<file path="config.mk">
export PLATFORM = sky130hd
export DESIGN_NAME = half_precision_format_converter_top
export DESIGN_NICKNAME = d
export VERILOG_FILES = /design/src/hdl/hpfc_pkg.sv /design/src/hdl/hpfc_core.sv /design/src/hdl/half_precision_format_converter_top.sv
export SDC_FILE = /design/constraint.sdc
export NUM_CORES = 1
export LEC_CHECK = 0
export ABC_AREA = 1
export BUFFER_PORTS_ARGS = -buffer_cell sky130_fd_sc_hd__clkbuf_2
export CORE_UTILIZATION = 24
export CTS_BUF_LIST = sky130_fd_sc_hd__clkbuf_4
export DETAILED_ROUTE_END_ITERATION = 8
export PLACE_DENSITY_LB_ADDON = 0.15
export SETUP_SLACK_MARGIN = 0.2
export SLEW_MARGIN = 20
export SYNTH_ARGS = -nofsm -noshare
export SYNTH_HDL_FRONTEND = slang
export SYNTH_SLANG_ARGS = --single-unit
</file>
<file path="constraint.sdc">
create_clock -name clk_i -period 7.1 [get_ports clk_i]
set_input_delay 0.355 -clock clk_i [delete_from_list [all_inputs] [get_ports clk_i]]
set_output_delay 0.355 -clock clk_i [all_outputs]
set_load 0.05 [all_outputs]
</file>
<file path="src/hdl/hpfc_pkg.sv">
`default_nettype none

package hpfc_pkg;

  // stream payload widths
  localparam int unsigned HALF_W   = 16;
  localparam int unsigned WIDE_W   = 32;
  localparam int unsigned TDATA_W  = 48;
  localparam int unsigned TUSER_W  = 3;

  typedef enum logic {
    CMD_NARROW = 1'b0,
    CMD_WIDEN  = 1'b1
  } cmd_e;

  typedef enum logic [1:0] {
    FMT_B32  = 2'd0,
    FMT_B64  = 2'd1,
    FMT_X80  = 2'd2,
    FMT_B128 = 2'd3
  } wide_fmt_e;

  // class of a narrowing operand after exponent decode
  typedef enum logic [2:0] {
    NCLS_ZERO,
    NCLS_SPEC,
    NCLS_OVF,
    NCLS_SUB,
    NCLS_NORM
  } ncls_e;

  localparam logic [4:0]  HALF_EXP_MAX = 5'h1F;
  localparam logic [14:0] HALF_INF     = 15'h7C00;

  // decode stage
  typedef struct packed {
    cmd_e        cmd;
    wide_fmt_e   fmt;
    logic        sign;
    ncls_e       ncls;
    logic [23:0] sig;        // hidden bit at 23, rounding bit at 12
    logic [4:0]  hexp;       // binary16 exponent (narrow: rebiased, widen: input)
    logic [3:0]  sub_shift;  // extra right shift for binary16 subnormals
    logic        wzero;
    logic [9:0]  hfrac;
    logic [3:0]  norm_shift; // shifts to normalise a binary16 subnormal
  } s1_t;

  // shift stage
  typedef struct packed {
    cmd_e        cmd;
    wide_fmt_e   fmt;
    logic        sign;
    logic [14:0] nbase;
    logic        ninc;
    logic        wzero;
    logic [14:0] wexp;
    logic [9:0]  wfrac;
  } s2_t;

endpackage

`default_nettype wire

</file>
<file path="src/hdl/hpfc_core.sv">
`default_nettype none

module hpfc_core (
  input  wire logic                         clk_i,
  input  wire logic [2:0]                   stage_en_i,
  input  wire logic [hpfc_pkg::TDATA_W-1:0] s_tdata_i,
  input  wire logic [hpfc_pkg::TUSER_W-1:0] s_tuser_i,
  output logic      [hpfc_pkg::TDATA_W-1:0] m_tdata_o
);
  import hpfc_pkg::*;

  function automatic logic [14:0] fmt_emax(input wide_fmt_e f);
    logic [14:0] r;
    unique case (f)
      FMT_B32:  r = 15'h00FF;
      FMT_B64:  r = 15'h07FF;
      FMT_X80:  r = 15'h7FFF;
      FMT_B128: r = 15'h7FFF;
      default:  r = 15'h7FFF;
    endcase
    return r;
  endfunction

  // bias minus the binary16 bias
  function automatic logic [14:0] fmt_rebias(input wide_fmt_e f);
    logic [14:0] r;
    unique case (f)
      FMT_B32:  r = 15'd112;
      FMT_B64:  r = 15'd1008;
      FMT_X80:  r = 15'd16368;
      FMT_B128: r = 15'd16368;
      default:  r = 15'd16368;
    endcase
    return r;
  endfunction

  function automatic logic [3:0] lead_shift(input logic [9:0] f);
    logic [3:0] n;
    n = 4'd10;
    for (int i = 0; i < 10; i++) begin
      if (f[i]) n = 4'(10 - i);
    end
    return n;
  endfunction

  s1_t s1_d, s1_q;
  s2_t s2_d, s2_q;
  logic [TDATA_W-1:0] out_d, out_q;

  // stage 1: field decode, rebias, classify, leading-zero count
  logic [31:0]        wword;
  logic [15:0]        hword;
  logic [14:0]        nexp;
  logic signed [16:0] nhe;
  logic [16:0]        nhe_neg;

  always_comb begin
    wword = s_tdata_i[WIDE_W-1:0];
    hword = s_tdata_i[WIDE_W+HALF_W-1:WIDE_W];
    s1_d.cmd = cmd_e'(s_tuser_i[0]);
    s1_d.fmt = wide_fmt_e'(s_tuser_i[2:1]);
    unique case (s1_d.fmt)
      FMT_B32: begin
        nexp     = {7'b0, wword[30:23]};
        s1_d.sig = {1'b1, wword[22:0]};
      end
      FMT_B64: begin
        nexp     = {4'b0, wword[30:20]};
        s1_d.sig = {1'b1, wword[19:0], 3'b0};
      end
      FMT_X80: begin
        nexp     = wword[30:16];
        s1_d.sig = {1'b1, wword[14:0], 8'b0};
      end
      FMT_B128: begin
        nexp     = wword[30:16];
        s1_d.sig = {1'b1, wword[15:0], 7'b0};
      end
      default: begin
        nexp     = wword[30:16];
        s1_d.sig = {1'b1, wword[15:0], 7'b0};
      end
    endcase
    nhe     = $signed({2'b0, nexp} - {2'b0, fmt_rebias(s1_d.fmt)});
    nhe_neg = 17'(-nhe);
    s1_d.sub_shift = nhe_neg[3:0];
    priority if (nexp == 15'd0)              s1_d.ncls = NCLS_ZERO;
    else if (nexp == fmt_emax(s1_d.fmt))     s1_d.ncls = NCLS_SPEC;
    else if (nhe >= 17'sd31)                 s1_d.ncls = NCLS_OVF;
    else if (nhe < -17'sd10)                 s1_d.ncls = NCLS_ZERO;
    else if (nhe <= 17'sd0)                  s1_d.ncls = NCLS_SUB;
    else                                     s1_d.ncls = NCLS_NORM;
    s1_d.wzero      = (hword[14:0] == 15'd0);
    s1_d.hfrac      = hword[9:0];
    s1_d.norm_shift = lead_shift(hword[9:0]);
    if (s1_d.cmd == CMD_WIDEN) begin
      s1_d.sign = hword[15];
      s1_d.hexp = hword[14:10];
    end else begin
      s1_d.sign = wword[31];
      s1_d.hexp = nhe[4:0];
    end
  end

  // stage 2: narrowing result select with subnormal alignment, widening normalisation and exponent
  logic [10:0] sub_m;
  logic [10:0] wmant;

  always_comb begin
    s2_d.cmd   = s1_q.cmd;
    s2_d.fmt   = s1_q.fmt;
    s2_d.sign  = s1_q.sign;
    s2_d.wzero = s1_q.wzero;
    sub_m = 11'(s1_q.sig >> (5'd13 + {1'b0, s1_q.sub_shift}));
    unique case (s1_q.ncls)
      NCLS_ZERO: begin
        s2_d.nbase = 15'd0;
        s2_d.ninc  = 1'b0;
      end
      NCLS_SPEC: begin
        // nan keeps its top payload bits with the lowest forced on
        s2_d.nbase = (s1_q.sig[22:0] != 23'd0) ?
                     {HALF_EXP_MAX, s1_q.sig[22:14], 1'b1} : HALF_INF;
        s2_d.ninc  = 1'b0;
      end
      NCLS_OVF: begin
        s2_d.nbase = HALF_INF;
        s2_d.ninc  = 1'b0;
      end
      NCLS_SUB: begin
        s2_d.nbase = {5'b0, sub_m[10:1]};
        s2_d.ninc  = sub_m[0];
      end
      NCLS_NORM: begin
        s2_d.nbase = {s1_q.hexp, s1_q.sig[22:13]};
        s2_d.ninc  = s1_q.sig[12];
      end
      default: begin
        s2_d.nbase = 15'd0;
        s2_d.ninc  = 1'b0;
      end
    endcase
    wmant = {1'b0, s1_q.hfrac} << s1_q.norm_shift;
    if (s1_q.hexp == HALF_EXP_MAX) begin
      s2_d.wexp  = fmt_emax(s1_q.fmt);
      s2_d.wfrac = s1_q.hfrac;
    end else if (s1_q.hexp == 5'd0) begin
      s2_d.wexp  = fmt_rebias(s1_q.fmt) + 15'd1 - {11'b0, s1_q.norm_shift};
      s2_d.wfrac = wmant[9:0];
    end else begin
      s2_d.wexp  = fmt_rebias(s1_q.fmt) + {10'b0, s1_q.hexp};
      s2_d.wfrac = s1_q.hfrac;
    end
  end

  // stage 3: rounding increment and result assembly
  logic [14:0]       nmag;
  logic [HALF_W-1:0] half_res;
  logic [WIDE_W-1:0] wide_res;

  always_comb begin
    nmag = s2_q.nbase + {14'b0, s2_q.ninc};
    unique case (s2_q.fmt)
      FMT_B32:  wide_res = {s2_q.sign, s2_q.wexp[7:0], s2_q.wfrac, 13'b0};
      FMT_B64:  wide_res = {s2_q.sign, s2_q.wexp[10:0], s2_q.wfrac, 10'b0};
      FMT_X80:  wide_res = {s2_q.sign, s2_q.wexp, 1'b1, s2_q.wfrac, 5'b0};
      FMT_B128: wide_res = {s2_q.sign, s2_q.wexp, s2_q.wfrac, 6'b0};
      default:  wide_res = {s2_q.sign, s2_q.wexp, s2_q.wfrac, 6'b0};
    endcase
    if (s2_q.wzero) wide_res = {s2_q.sign, 31'b0};
    if (s2_q.cmd == CMD_WIDEN) begin
      half_res = '0;
    end else begin
      half_res = {s2_q.sign, nmag};
      wide_res = '0;
    end
    out_d = {wide_res, half_res};
  end

  always_ff @(posedge clk_i) begin
    if (stage_en_i[0]) s1_q <= s1_d;
    if (stage_en_i[1]) s2_q <= s2_d;
    if (stage_en_i[2]) out_q <= out_d;
  end

  assign m_tdata_o = out_q;

endmodule

`default_nettype wire

</file>
<file path="src/hdl/half_precision_format_converter_top.sv">
// channel | direction | tdata (low bit up)                    | tuser (low bit up)
// s_axis  | in        | wide_upper_word[31:0], half_word[47:32] | cmd[0], wide_format[2:1]
// m_axis  | out       | half_result[15:0], wide_result_upper[47:16] | -
//
// one transaction per cycle sustained while m_axis_tready stays high; three
// register stages (decode, shift, round/assemble) each carry their own valid bit
// ready ripples back stage by stage, so a held result stalls only the stages
// behind it and any empty stage still takes a new transaction
// reset clears the stage valid bits only; payload registers are not reset

`default_nettype none

module half_precision_format_converter_top (
  input  wire logic                         clk_i,
  input  wire logic                         rst_ni,
  input  wire logic                         s_axis_tvalid,
  output logic                              s_axis_tready,
  // wide_upper_word [31:0], half_word [47:32]
  input  wire logic [hpfc_pkg::TDATA_W-1:0] s_axis_tdata,
  // cmd [0], wide_format [2:1]
  input  wire logic [hpfc_pkg::TUSER_W-1:0] s_axis_tuser,
  output logic                              m_axis_tvalid,
  input  wire logic                         m_axis_tready,
  // half_result [15:0], wide_result_upper [47:16]
  output logic      [hpfc_pkg::TDATA_W-1:0] m_axis_tdata
);
  import hpfc_pkg::*;

  // per-stage valid bits: decode, shift, output
  logic [2:0] vld_d, vld_q;
  // per-stage load enable, also the ready seen by the stage behind
  logic [2:0] stage_rdy;

  always_comb begin
    stage_rdy[2] = !vld_q[2] || m_axis_tready;
    stage_rdy[1] = !vld_q[1] || stage_rdy[2];
    stage_rdy[0] = !vld_q[0] || stage_rdy[1];
    vld_d = vld_q;
    if (stage_rdy[0]) vld_d[0] = s_axis_tvalid;
    if (stage_rdy[1]) vld_d[1] = vld_q[0];
    if (stage_rdy[2]) vld_d[2] = vld_q[1];
  end

  always_ff @(posedge clk_i or negedge rst_ni) begin
    if (!rst_ni) begin
      vld_q <= '0;
    end else begin
      vld_q <= vld_d;
    end
  end

  assign s_axis_tready = stage_rdy[0];
  assign m_axis_tvalid = vld_q[2];

  // conversion datapath
  hpfc_core u_core (
    .clk_i      (clk_i),
    .stage_en_i (stage_rdy),
    .s_tdata_i  (s_axis_tdata),
    .s_tuser_i  (s_axis_tuser),
    .m_tdata_o  (m_axis_tdata)
  );

  // an accepted transaction always lands in the decode stage
  a_in_to_s1: assert property (@(posedge clk_i) disable iff (!rst_ni)
    (s_axis_tvalid && s_axis_tready) |=> vld_q[0])
    else $error("accepted transaction lost at decode stage");

  // a draining output never back-pressures the input
  a_drain_ready: assert property (@(posedge clk_i) disable iff (!rst_ni)
    m_axis_tready |-> s_axis_tready)
    else $error("input stalled while output drains");

  // an empty output stage means no stall anywhere
  a_empty_ready: assert property (@(posedge clk_i) disable iff (!rst_ni)
    !m_axis_tvalid |-> s_axis_tready)
    else $error("input stalled with empty output stage");

  // a shift-stage item moves into an empty output stage
  a_advance: assert property (@(posedge clk_i) disable iff (!rst_ni)
    (vld_q[1] && !vld_q[2]) |=> vld_q[2])
    else $error("pipeline failed to advance into empty output stage");

  // only one of the two result fields is ever nonzero
  a_one_side: assert property (@(posedge clk_i) disable iff (!rst_ni)
    m_axis_tvalid |->
      (m_axis_tdata[HALF_W-1:0] == '0 || m_axis_tdata[TDATA_W-1:HALF_W] == '0))
    else $error("both narrow and wide results populated");

endmodule

`default_nettype wire

</file>
==> metrics.csv, run 1 <==
stage,metric,value,unit
synthesis,synth_top_area_cell,edfxtp_1,
worst_setup_path,regToRegSetupSlack,4.85,ns
place,port_buffers,99,
clock_network,cts-root-buf,clkbuf_4,
pwr,internal_power,1.39,mW
sta,setup_slack,4.04,ns
grt,grt_max_degree,57,
floorplanning,dieArea,34000,um2
layout,layout-drive-gt1-share,0.159,
pwr,power.leakage,4.09,nW
sta,fin_tns_setup,0,ns
drt,remaining_drc_errors,0,
clock_network,htree_levels,4,
floorplanning,dieWidth,184,um
worst_setup_path,r2r_start,u_core.s1_q[23]$_DFFE_PP_,
place,dp_hpwl,15500,um
synthesis,synth.yosys.seq_area_share,0.529,
floorplanning,io-pin-count,105,
drt,antenna_left,0,
sta,finalWorstPathRequiredPeriod,3.06,ns
worst_setup_path,worst_ep_arrival_time,2.70,ns
synthesis,synth-seq-cells,141,
synthesis,synth.distinct_cells,51,
worst_setup_path,worst-path-max-fanout,56,
drt,wire_per_inst,13.6,um
clock_network,cts.path.max_buffers,2,
place,gp_congestion,0.881,
worst_setup_path,r2r-end,u_core.s2_q[3]$_DFFE_PP_,
clock_network,path_clk_slew,0.13,ns
layout,nets,1080,
place,preCtsSetupSlack,4.00,ns
floorplanning,fp.dieH,184,um
sta,slew_violations,0,
synthesis,synth_area_leaders,"edfxtp_1 (52%), nand2_1 (8.4%), inv_1 (7.2%), o21ai_0 (5.8%), nor2_1 (4.0%)",
pwr,power_frac_clock,0.238,
pwr,seq_power_share,0.515,
clock_network,worstSkewPairLatency,0.54,ns
worst_hold_path,min_path_cells,1,
clock_network,clock-sinks,141,
drt,firstDrtPassIters,5,
sta,slew_headroom,0.515,
worst_hold_path,hp-start,s_axis_tdata[32],
flow_run,max-cap-violations,0,
synthesis,synth_warnings,0,
pwr,p_switching,0.791,mW
floorplanning,initial_core_util,0.245,
worst_setup_path,crit_type,reg -> out,
floorplanning,rows,66,
synthesis,syn-mean-instance-area,8.77,um2
worst_setup_path,crit_chain,nand2_2 -> buf_4 -> nor2_1 -> nand2_2 -> buf_4 -> clkbuf_2,
grt,grt_usage,0.119,
synthesis,synth_async_sr_flop_share,0.0213,
synthesis,syn-cell-area,7980,um2
pwr,swShare,0.363,
pwr,ir_drop,0.0000760,V
synthesis,synthFlopType,edfxtp_1,
grt,antenna_found_initial,1,
clock_network,cts_setup_buffers,0,
grt,grt_remaining_overflow,0,
drt,wl,19900,um
sta,period_share,0.430,
layout,area_growth,16.3,%
clock_network,numCtsBuffers,17,
worst_setup_path,critPathCaptureType,output port,
floorplanning,core_area,32600,um2
synthesis,synth_common_cells,"nand2_1 (179), inv_1 (153), edfxtp_1 (138)",
sta,tightestPinTransition,0.727,ns
sta,hold_viol_final,0,
status,status,finished clean,
drt,viasPerCell,4.32,
worst_setup_path,start_kind,register,
worst_hold_path,holdPathEnd,u_core.s1_q[4]$_DFFE_PP_,
pwr,power.density,235,nW/um2
worst_setup_path,worst_path_max_delay_cell,buf_4,
synthesis,synth-edff-count,138,
worst_setup_path,crit_required,6.74,ns
worst_setup_path,startpoint,vld_q[2]$_DFFE_PN0P_,
grt,grt_pass1_wl,31800,um
sta,skew,0.0304,ns
worst_setup_path,rr_worst_depth,7,
sta,rsz0062_at_grt,false,
synthesis,synth_most_common_cell,nand2_1,
drt,dr_total_vias,6351,
pwr,pwr-share-comb,0.247,
worst_hold_path,hp-class,in -> reg,
drt,drt_iter0_markers,426,
sta,setup_violations,0,
synthesis,syn_inst,910,
grt,first_global_vias,6107,
synthesis,synth_top_area_frac,0.519,
worst_setup_path,slowest_delay,0.55,ns
clock_network,tritoncts,done,
sta,clock.fmax,327,MHz
==> metrics by stage <==
stage | area [um2] | util | total power [mW] | hold WS [ns] | cells
3_5_place_dp | 8900 | 0.273 | 1.68 | 0.160 | 1427
5_1_grt | 9280 | 0.285 | 2.32 | 0.00258 | 1470
3_3_place_gp | 8900 | 0.273 | 1.69 | 0.158 | 1427
2_1_floorplan | 7990 | - | 1.53 | 0.0594 | 914
6_report | 9280 | 0.285 | 2.18 | 0.0536 | 1470
4_1_cts | 9280 | 0.284 | 2.22 | 0.00873 | 1469
==> routing by layer <==
layer | GRT usage | vias up | routed length (um)
met5 | 0 | - | 0
met4 | 0.0383 | 0 | 210
met3 | 0.0239 | 19 | 763
met2 | 0.186 | 150 | 8930
met1 | 0.163 | 2871 | 10000
li1 | - | 3311 | -
==> area by class of cell <==
cell class | instances | area (um2)
Clock buffer | 17 | 128
Inverter | 159 | 599
Clock inverter | 15 | 154
Timing Repair Buffer | 113 | 626
Antenna cell | 1 | 2.50
Fill cell | 3506 | 23300
Multi-Input combinational cell | 582 | 3000
Sequential cell | 141 | 4220
Tap cell | 442 | 553
==> worst max-delay path by stage <==
stage | end | slack, ns | cells after the start
finish | s_axis_tready | 4.04 | 6
global route | s_axis_tready | 3.77 | 6
CTS | s_axis_tready | 3.91 | 6
detailed placement | u_core.s1_q[49]$_SDFFCE_PP0P_ | 4.00 | 14
global placement | u_core.s1_q[49]$_SDFFCE_PP0P_ | 4.03 | 14
floorplan | u_core.s1_q[0]$_SDFFCE_PP1P_ | 3.27 | 3
==> worst max-delay path, delay by kind of cell (launching register included) <==
family	cells	cell delay (ns)
DFF	1	0.40
buffers and inverters	3	1.39
and+or+nand+nor	3	0.32
==> cell families after synthesis <==
kind of cell / Yosys count / synth area share
XOR/XNOR: 4 / 0.00439
other: 1 / 0.000470
flip-flops: 141 / 0.529
multiplexers: 4 / 0.00517
AO/OA/AOI/OAI: 198 / 0.147
adder cells (fa/ha/maj): 11 / 0.0172
buffers and inverters: 191 / 0.0977
AND/OR/NAND/NOR: 360 / 0.200
==> timing repair <==
item                      CTS  global route
resized for setup           0             0
hold buffers               10             0
hold endpoints to repair   12             0
==> sequential cells by signal, summed over array words and instances, names as in the netlist <==
signal / count
u_core.m_tdata_o: 42
u_core.s1_q: 54
u_core.s2_q: 42
vld_q: 3
==> power groups by stage <==
stage                     logic [mW]  registers [mW]  clock network [mW]
after detailed placement       0.537            1.15                   0
after global routing           0.600            1.14               0.578
final                          0.537            1.12               0.518
after global placement         0.543            1.15                   0
after floorplan                0.295            1.23                   0
after CTS                      0.543            1.13               0.550
==> layout by cell type (no fill, tap or decap), types with 4 or more instances in the layout <==
cell,n
o22ai_1,25
edfxtp_1,138
nand2_1,177
inv_6,4
nor3_1,14
nand4_1,7
nand3_1,41
clkbuf_2,99
o21a_1,4
dlygate4sd3_1,10
inv_1,153
o211ai_1,7
a21oi_1,35
conb_1,5
o21ai_0,92
o2111ai_1,6
nor2_1,85
xor2_1,4
clkbuf_4,17
clkinv_4,4
nand2_2,7
buf_4,4
or2_2,4
ha_1,11
nor4_1,8
o221ai_1,8
No activity file was read; power rests on OpenSTA's default activity.
==> run 2: changes to the inputs <==
--- a/config.mk
+++ b/config.mk
@@ -5,7 +5,7 @@
 export SDC_FILE = /design/constraint.sdc
 export NUM_CORES = 1
 export LEC_CHECK = 0
-export ABC_AREA = 1
+export ABC_AREA = 0
 export BUFFER_PORTS_ARGS = -buffer_cell sky130_fd_sc_hd__clkbuf_2
 export CORE_UTILIZATION = 24
 export CTS_BUF_LIST = sky130_fd_sc_hd__clkbuf_4
==> constraint.sdc (replaced) <==
create_clock -name clk_i -period 2.9 [get_ports clk_i]
set_input_delay 0.145 -clock clk_i [delete_from_list [all_inputs] [get_ports clk_i]]
set_output_delay 0.145 -clock clk_i [all_outputs]
set_load 0.05 [all_outputs]
==> metrics.csv, run 2 <==
stage,metric,value,unit,change
status,status,finished clean,,
floorplanning,core_area,32600,um2,unchanged
pwr,p_switching,1.87,mW,+140%
synthesis,syn-mean-instance-area,11.6,um2,+32%
sta,slew_headroom,0.303,,-0.212
pwr,design_power_total,5.48,mW,+150%
synthesis,syn-cell-area,7960,um2,-0.27%
drt,firstDrtPassIters,5,,unchanged
synthesis,synth_area_leaders,"edfxtp_1 (52%), mux4_2 (5.7%), mux2i_1 (4.4%), nand2_1 (3.0%), nor2_1 (2.5%)",,
clock_network,tritoncts,done,,
worst_setup_path,r2r-end,u_core.s2_q[32]$_DFFE_PP_,,
floorplanning,initial_core_util,0.244,,-0.000652
worst_setup_path,r2r_start,u_core.s1_q[46]$_DFFE_PP_,,
synthesis,synth_warnings,0,,unchanged
clock_network,cts.path.max_buffers,2,,unchanged
clock_network,numCtsBuffers,17,,unchanged
clock_network,htree_levels,4,,unchanged
layout,seq_area,4220,um2,about the same
floorplanning,io-pin-count,105,,unchanged
floorplanning,dieWidth,184,um,-0.13%
synthesis,synth_top_area_cell,edfxtp_1,,
worst_setup_path,crit_type,in -> reg,,
floorplanning,fp.dieH,184,um,-0.13%
sta,tightestPinTransition,1.05,ns,+0.318 ns
clock_network,worstSkewPairLatency,0.56,ns,+0.02 ns
worst_hold_path,holdPathEnd,u_core.s1_q[45]$_DFFE_PP_,,
worst_setup_path,worst_ep_arrival_time,2.74,ns,+0.04 ns
worst_hold_path,hp-start,s_axis_tdata[21],,
grt,first_global_vias,5953,,-2.5%
grt,grt_usage,0.126,,+0.00665
drt,wire_per_inst,15.6,um,+15%
layout,fin_area,9830,um2,+5.9%
layout,final_common_cell,edfxtp_1,,
grt,grt_pass1_wl,32900,um,+3.5%
worst_setup_path,worst-path-max-fanout,6,,-89%
worst_setup_path,crit_cells,12,,+6
clock_network,clock-sinks,141,,unchanged
pwr,seq_power_share,0.512,,-0.003
layout,instances_no_fill,1293,,-12%
layout,multiInputGateArea,3500,um2,+17%
worst_setup_path,regToRegSetupSlack,0.60,ns,-4.25 ns
sta,clock.fmax,428,MHz,
layout,layout-drive-gt1-share,0.249,,+0.0907
worst_setup_path,crit_chain,clkbuf_2 -> nor2b_1 -> a22o_1 -> ha_4 -> inv_2 -> or4_1 -> a211o_1 -> nand2_4 -> a2bb2oi_2 -> or3_4 -> o31a_1 -> a21boi_1,,
layout,mostFrequentLayoutCells,"edfxtp_1 (138), clkbuf_2 (99), nand2_1 (64), nor2_1 (53), dlygate4sd3_1 (42)",,
pwr,power.density,557,nW/um2,+140%
pwr,internal_power,3.61,mW,+160%
synthesis,synth_most_common_cell,edfxtp_1,,
worst_hold_path,min_path_cells,2,,+1
grt,grt_max_degree,44,,-23%
worst_setup_path,critPathCaptureType,register,,
layout,area_growth,23.5,%,
synthesis,syn_inst,685,,-25%
drt,dr_total_vias,5868,,-7.6%
synthesis,synth_common_cells,"edfxtp_1 (138), nand2_1 (64), nor2_1 (53)",,
pwr,swShare,0.341,,-0.0218
worst_setup_path,cp_num_buf_inv,2,,-1
synthesis,synth-seq-cells,141,,unchanged
synthesis,synth_top_area_frac,0.521,,+0.00139
sta,rsz0062_at_grt,false,,
flow_run,max-cap-violations,0,,unchanged
layout,nets,903,,-16%
synthesis,synth-edff-count,138,,unchanged
worst_setup_path,cpLargestDelayFamily,compound AO/OA/AOI/OAI gates,,
drt,antenna_left,0,,unchanged
pwr,pwr-share-comb,0.246,,about the same
drt,viasPerCell,4.54,,+5.0%
worst_setup_path,slowest_delay,0.39,ns,-0.16 ns
drt,remaining_drc_errors,0,,unchanged
pwr,power_frac_clock,0.242,,+0.004
layout,fillCellCount,3393,,-3.2%
sta,holdWs,0.0504,ns,-0.00321 ns
synthesis,synth.yosys.seq_area_share,0.530,,+0.00141
layout,largest_register_ffs,54,,unchanged
synthesis,synth_async_sr_flop_share,0.0213,,unchanged
clock_network,cts-root-buf,clkbuf_4,,
grt,antenna_found_initial,1,,unchanged
worst_setup_path,crit_required,3.31,ns,-3.43 ns
layout,regMostFlops,u_core.s1_q,,
place,dp.cells,1218,,-15%
worst_hold_path,hp-class,in -> reg,,
pwr,ir_drop,0.000227,V,+200%
floorplanning,rows,66,,unchanged
place,gp_congestion,0.834,,-5.3%
clock_network,ctsResizeCount,0,,unchanged
sta,slew_violations,0,,unchanged
synthesis,synth.distinct_cells,72,,+41%
sta,period_share,0.805,,
worst_setup_path,start_kind,input pin,,
drt,drt_iter0_markers,442,,+3.8%
clock_network,path_clk_slew,0.12,ns,about the same
worst_setup_path,worst_path_max_delay_cell,or4_1,,
grt,grt_remaining_overflow,0,,unchanged
worst_setup_path,rr_worst_depth,6,,-1
sta,skew,0.0200,ns,-0.0104 ns
layout,final_util,0.301,,+0.0167
sta,hold_viol_final,0,,unchanged
synthesis,synthFlopType,edfxtp_1,,
place,port_buffers,99,,unchanged
sta,finalWorstPathRequiredPeriod,2.33,ns,
drt,wl,20200,um,+1.3%
floorplanning,dieArea,33900,um2,-0.27%
pwr,power.leakage,3.85,nW,-5.8%
sta,setup_violations,0,,unchanged
place,place_area,9110,um2,+2.4%
place,dp_hpwl,15100,um,-3.1%
==> run 2: cell types whose count changed in the layout (fill, tap and decap cells not counted), moves of 15 or more <==
cell,before,now
inv_1,153,20
o22ai_1,25,1
mux2i_1,3,35
mux4_2,0,20
nor2b_1,0,15
o21ai_0,92,33
buf_4,4,32
nor2_1,85,53
nand3_1,41,13
dlygate4sd3_1,10,42
nand2_1,177,64
==> run 2: kinds of logic after synthesis <==
kind of cell,Yosys count,synth area share
and+or+nand+nor,230,0.145
xor gates and xnor gates,22,0.0242
DFF,141,0.530
AOI/OAI and AO/OA,142,0.122
muxes,70,0.122
other,1,0.000471
buffers and inverters,68,0.0376
adders and majority gates,11,0.0173
==> run 2: metrics by stage <==
stage | TNS, ns | setup WS [ns]
after floorplan | -39.05 | -0.701
after global placement | 0 | 0.0634
after detailed placement | 0 | 0.0101
after CTS | 0 | 0.522
after global routing | 0 | 0.331
final | 0 | 0.566
==> run 2: final cells by class <==
cell class                 instances  area share
timing repair buffer             174       0.120
inverter                          23     0.00879
antenna                            1    0.000255
clock buffer                      17      0.0130
clock inverter                    15      0.0164
sequential                       141       0.430
tap                              442      0.0563
multi-input combinational        480       0.356
==> run 2: worst max path at each step <==
| stage | from | end | slack [ns] |
|---|---|---|---|
| floorplan | vld_q[2]$_DFFE_PN0P_ | u_core.s1_q[0]$_SDFFCE_PP1P_ | -0.70 |
| global placement | s_axis_tuser[1] | u_core.s1_q[49]$_SDFFCE_PP0P_ | 0.06 |
| detailed placement | s_axis_tuser[1] | u_core.s1_q[49]$_SDFFCE_PP0P_ | 0.01 |
| CTS | vld_q[2]$_DFFE_PN0P_ | s_axis_tready | 0.52 |
| global route | u_core.s1_q[45]$_DFFE_PP_ | u_core.s2_q[31]$_DFFE_PP_ | 0.33 |
| finish | s_axis_tuser[1] | u_core.s1_q[49]$_SDFFCE_PP0P_ | 0.57 |
==> run 2: what timing repair did <==
item                                   CTS  global route
hold buffers                            42             0
buffers inserted                         0             0
endpoints found under the hold margin   45             0
==> run 2: power by group through the flow <==
stage / logic [mW] / registers (mW) / clock network [mW]
after global routing: 1.48 / 2.85 / 1.45
after CTS: 1.36 / 2.81 / 1.38
after floorplan: 0.730 / 3.03 / 0
after global placement: 1.32 / 2.86 / 0
final: 1.35 / 2.80 / 1.32
after detailed placement: 1.31 / 2.86 / 0
==> run 2: per-layer routing <==
metal,share of wire,up-vias,track usage
met2,0.42,171,0.185
met4,0.020,0,0.0497
met5,0,-,0
met3,0.046,25,0.0239
li1,-,2903,-
met1,0.51,2769,0.180
==> run 3: changes to the inputs <==
==> constraint.sdc (replaced) <==
create_clock -name clk_i -period 2.1 [get_ports clk_i]
set_input_delay 0.105 -clock clk_i [delete_from_list [all_inputs] [get_ports clk_i]]
set_output_delay 0.105 -clock clk_i [all_outputs]
set_load 0.05 [all_outputs]
==> metrics.csv, run 3 (same netlist as run 2, synthesis figures left out) <==
stage,metric,value,unit,change
grt,grt_remaining_overflow,0,,unchanged
grt,grt_usage,0.126,,+0.000578
sta,slew_headroom,0.595,,+0.292
worst_hold_path,holdPathEnd,vld_q[2]$_DFFE_PN0P_,,
layout,final_util,0.330,,+0.0293
grt,grt_pass1_wl,33000,um,+0.34%
pwr,ir_drop,0.000352,V,+55%
floorplanning,initial_core_util,0.244,,unchanged
worst_setup_path,crit_type,in -> reg,,
floorplanning,dieArea,33900,um2,unchanged
drt,drt_iter0_markers,378,,-14%
status,violations,setup timing,,
clock_network,htree_levels,4,,unchanged
drt,dr_total_vias,6185,,+5.4%
worst_setup_path,regToRegSetupSlack,0.17,ns,-0.43 ns
sta,hold_viol_final,0,,unchanged
worst_setup_path,r2r_start,u_core.s1_q[44]$_DFFE_PP_,,
worst_setup_path,crit_required,2.40,ns,-0.91 ns
worst_hold_path,hp-class,in -> reg,,
drt,wire_per_inst,15.1,um,-3.6%
sta,setup_violations,3,,+3
clock_network,path_clk_slew,0.12,ns,about the same
sta,skew,0.0185,ns,-0.00154 ns
clock_network,clock-sinks,141,,unchanged
worst_hold_path,hp-start,m_axis_tready,,
worst_setup_path,worst-path-max-fanout,5,,-1
worst_hold_path,min_path_cells,4,,+2
sta,slew_violations,0,,unchanged
drt,viasPerCell,4.48,,-1.3%
layout,instances_no_fill,1381,,+6.8%
drt,remaining_drc_errors,0,,unchanged
sta,rsz0062_at_grt,true,,
grt,grt_max_degree,44,,unchanged
layout,nets,991,,+9.7%
layout,fillCellCount,3343,,-1.5%
layout,largest_register_ffs,54,,unchanged
layout,layout-drive-gt1-share,0.330,,+0.0811
floorplanning,rows,66,,unchanged
drt,firstDrtPassIters,5,,unchanged
layout,multiInputGateArea,3640,um2,+4.0%
place,dp.cells,1276,,+4.8%
layout,final_common_cell,edfxtp_1,,
clock_network,worstSkewPairLatency,0.54,ns,-0.02 ns
worst_setup_path,r2r-end,u_core.s2_q[32]$_DFFE_PP_,,
worst_setup_path,worst_ep_arrival_time,2.52,ns,-0.22 ns
layout,area_growth,35.5,%,
floorplanning,dieWidth,184,um,unchanged
sta,finalWorstPathRequiredPeriod,2.22,ns,
drt,wl,20800,um,+3.0%
worst_setup_path,start_kind,input pin,,
clock_network,numCtsBuffers,17,,unchanged
worst_setup_path,rr_worst_depth,7,,+1
floorplanning,io-pin-count,105,,unchanged
pwr,power.density,738,nW/um2,+32%
grt,first_global_vias,6108,,+2.6%
status,status,"finished, violations left",,
layout,seq_area,4220,um2,unchanged
sta,period_share,1.06,,
floorplanning,core_area,32600,um2,unchanged
place,port_buffers,99,,unchanged
layout,mostFrequentLayoutCells,"edfxtp_1 (138), buf_4 (102), clkbuf_2 (97), nand2_1 (63), nor2_1 (53)",,
clock_network,cts-root-buf,clkbuf_4,,
floorplanning,fp.dieH,184,um,unchanged
clock_network,cts.path.max_buffers,2,,unchanged
pwr,power.leakage,4.35,nW,+13%
sta,tightestPinTransition,0.606,ns,-0.439 ns
grt,antenna_found_initial,1,,unchanged
drt,antenna_left,0,,unchanged
place,gp_congestion,0.804,,-3.6%
worst_setup_path,startpoint,s_axis_tuser[1],,
place,dp_hpwl,15400,um,+2.2%
sta,clock.fmax,450,MHz,
layout,regMostFlops,u_core.s1_q,,
clock_network,tritoncts,done,,
sta,setup_slack,-0.121,ns,-0.687 ns
flow_run,max-cap-violations,0,,unchanged
worst_setup_path,critPathCaptureType,register,,
## run 3: cell types whose count changed in the layout (fill, tap and decap cells not counted), moves of 3 or more
cell           delta
dlygate4sd3_1     +9
clkbuf_4          +3
nor4_2            +4
buf_6             +7
nor4_1            -5
buf_4            +70
inv_6             -4
## run 3: layer usage
| metal | part of all wire | global-route usage | vias to the layer above |
|---|---|---|---|
| met1 | 0.49 | 0.172 | 2934 |
| li1 | - | - | 3081 |
| met3 | 0.040 | 0.0249 | 17 |
| met2 | 0.46 | 0.199 | 153 |
| met4 | 0.012 | 0.0443 | 0 |
| met5 | 0 | 0 | - |
## run 3: cell type report
cell class,count,area share
antenna,1,0.000232
timing repair buffer,262,0.182
clock inverter,12,0.0158
clock buffer,20,0.0139
multi-input combinational,480,0.337
tap,442,0.0513
inverter,23,0.00824
sequential,141,0.391
## run 3: worst max-delay path, stage by stage
cell and delay, ns:
clkbuf_16 0.14, nor2b_4 0.12, a22o_1 0.22, ha_4 0.30, inv_4 0.03, or4_4 0.41
a211o_4 0.38, buf_6 0.13, a21oi_2 0.12, a2bb2oi_2 0.15, or3_4 0.17, o31ai_2 0.06
a21o_1 0.18
## run 3: timing repair
action / in CTS / in global routing
buffers inserted: 4 / 16
hold buffers: 51 / 0
resized for setup: 13 / 26
pin swaps: 15 / 17
gates cloned: 1 / 0
endpoints found under the setup margin: 12 / 15
hold endpoints to repair: 49 / 0
## run 3: per-stage QoR
stage / cell area (um2) / power (mW) / hold WS, ns / setup TNS (ns) / setup WS (ns)
6_report: 10800 / 7.95 / 0.129 / -0.356 / -0.121
5_1_grt: 10800 / 8.38 / 0.0693 / -0.409 / -0.126
4_1_cts: 10500 / 7.99 / 0.0713 / -0.178 / -0.0733
3_5_place_dp: 9570 / 5.88 / -0.0934 / -2.43 / -0.824
3_3_place_gp: 9570 / 5.89 / -0.0966 / -2.27 / -0.798
2_1_floorplan: 8070 / 5.20 / -0.191 / -90.68 / -1.50
## run 3: worst max-delay path by stage
stage,cells after the start,end
global placement,12,u_core.s1_q[49]$_SDFFCE_PP0P_
floorplan,1,u_core.s1_q[0]$_SDFFCE_PP1P_
finish,13,u_core.s1_q[48]$_SDFFCE_PP0P_
global route,13,u_core.s1_q[48]$_SDFFCE_PP0P_
CTS,13,u_core.s1_q[48]$_SDFFCE_PP0P_
detailed placement,13,u_core.s1_q[48]$_SDFFCE_PP0P_
## run 3: power breakdown
group          internal, mW  switching (mW)  leakage [nW]  total (mW)
combinational         0.912            1.31          2.70        2.22
clock                 0.976           0.974         0.168        1.95
sequential             3.55           0.230          1.48        3.78
total                  5.44            2.51          4.35        7.95
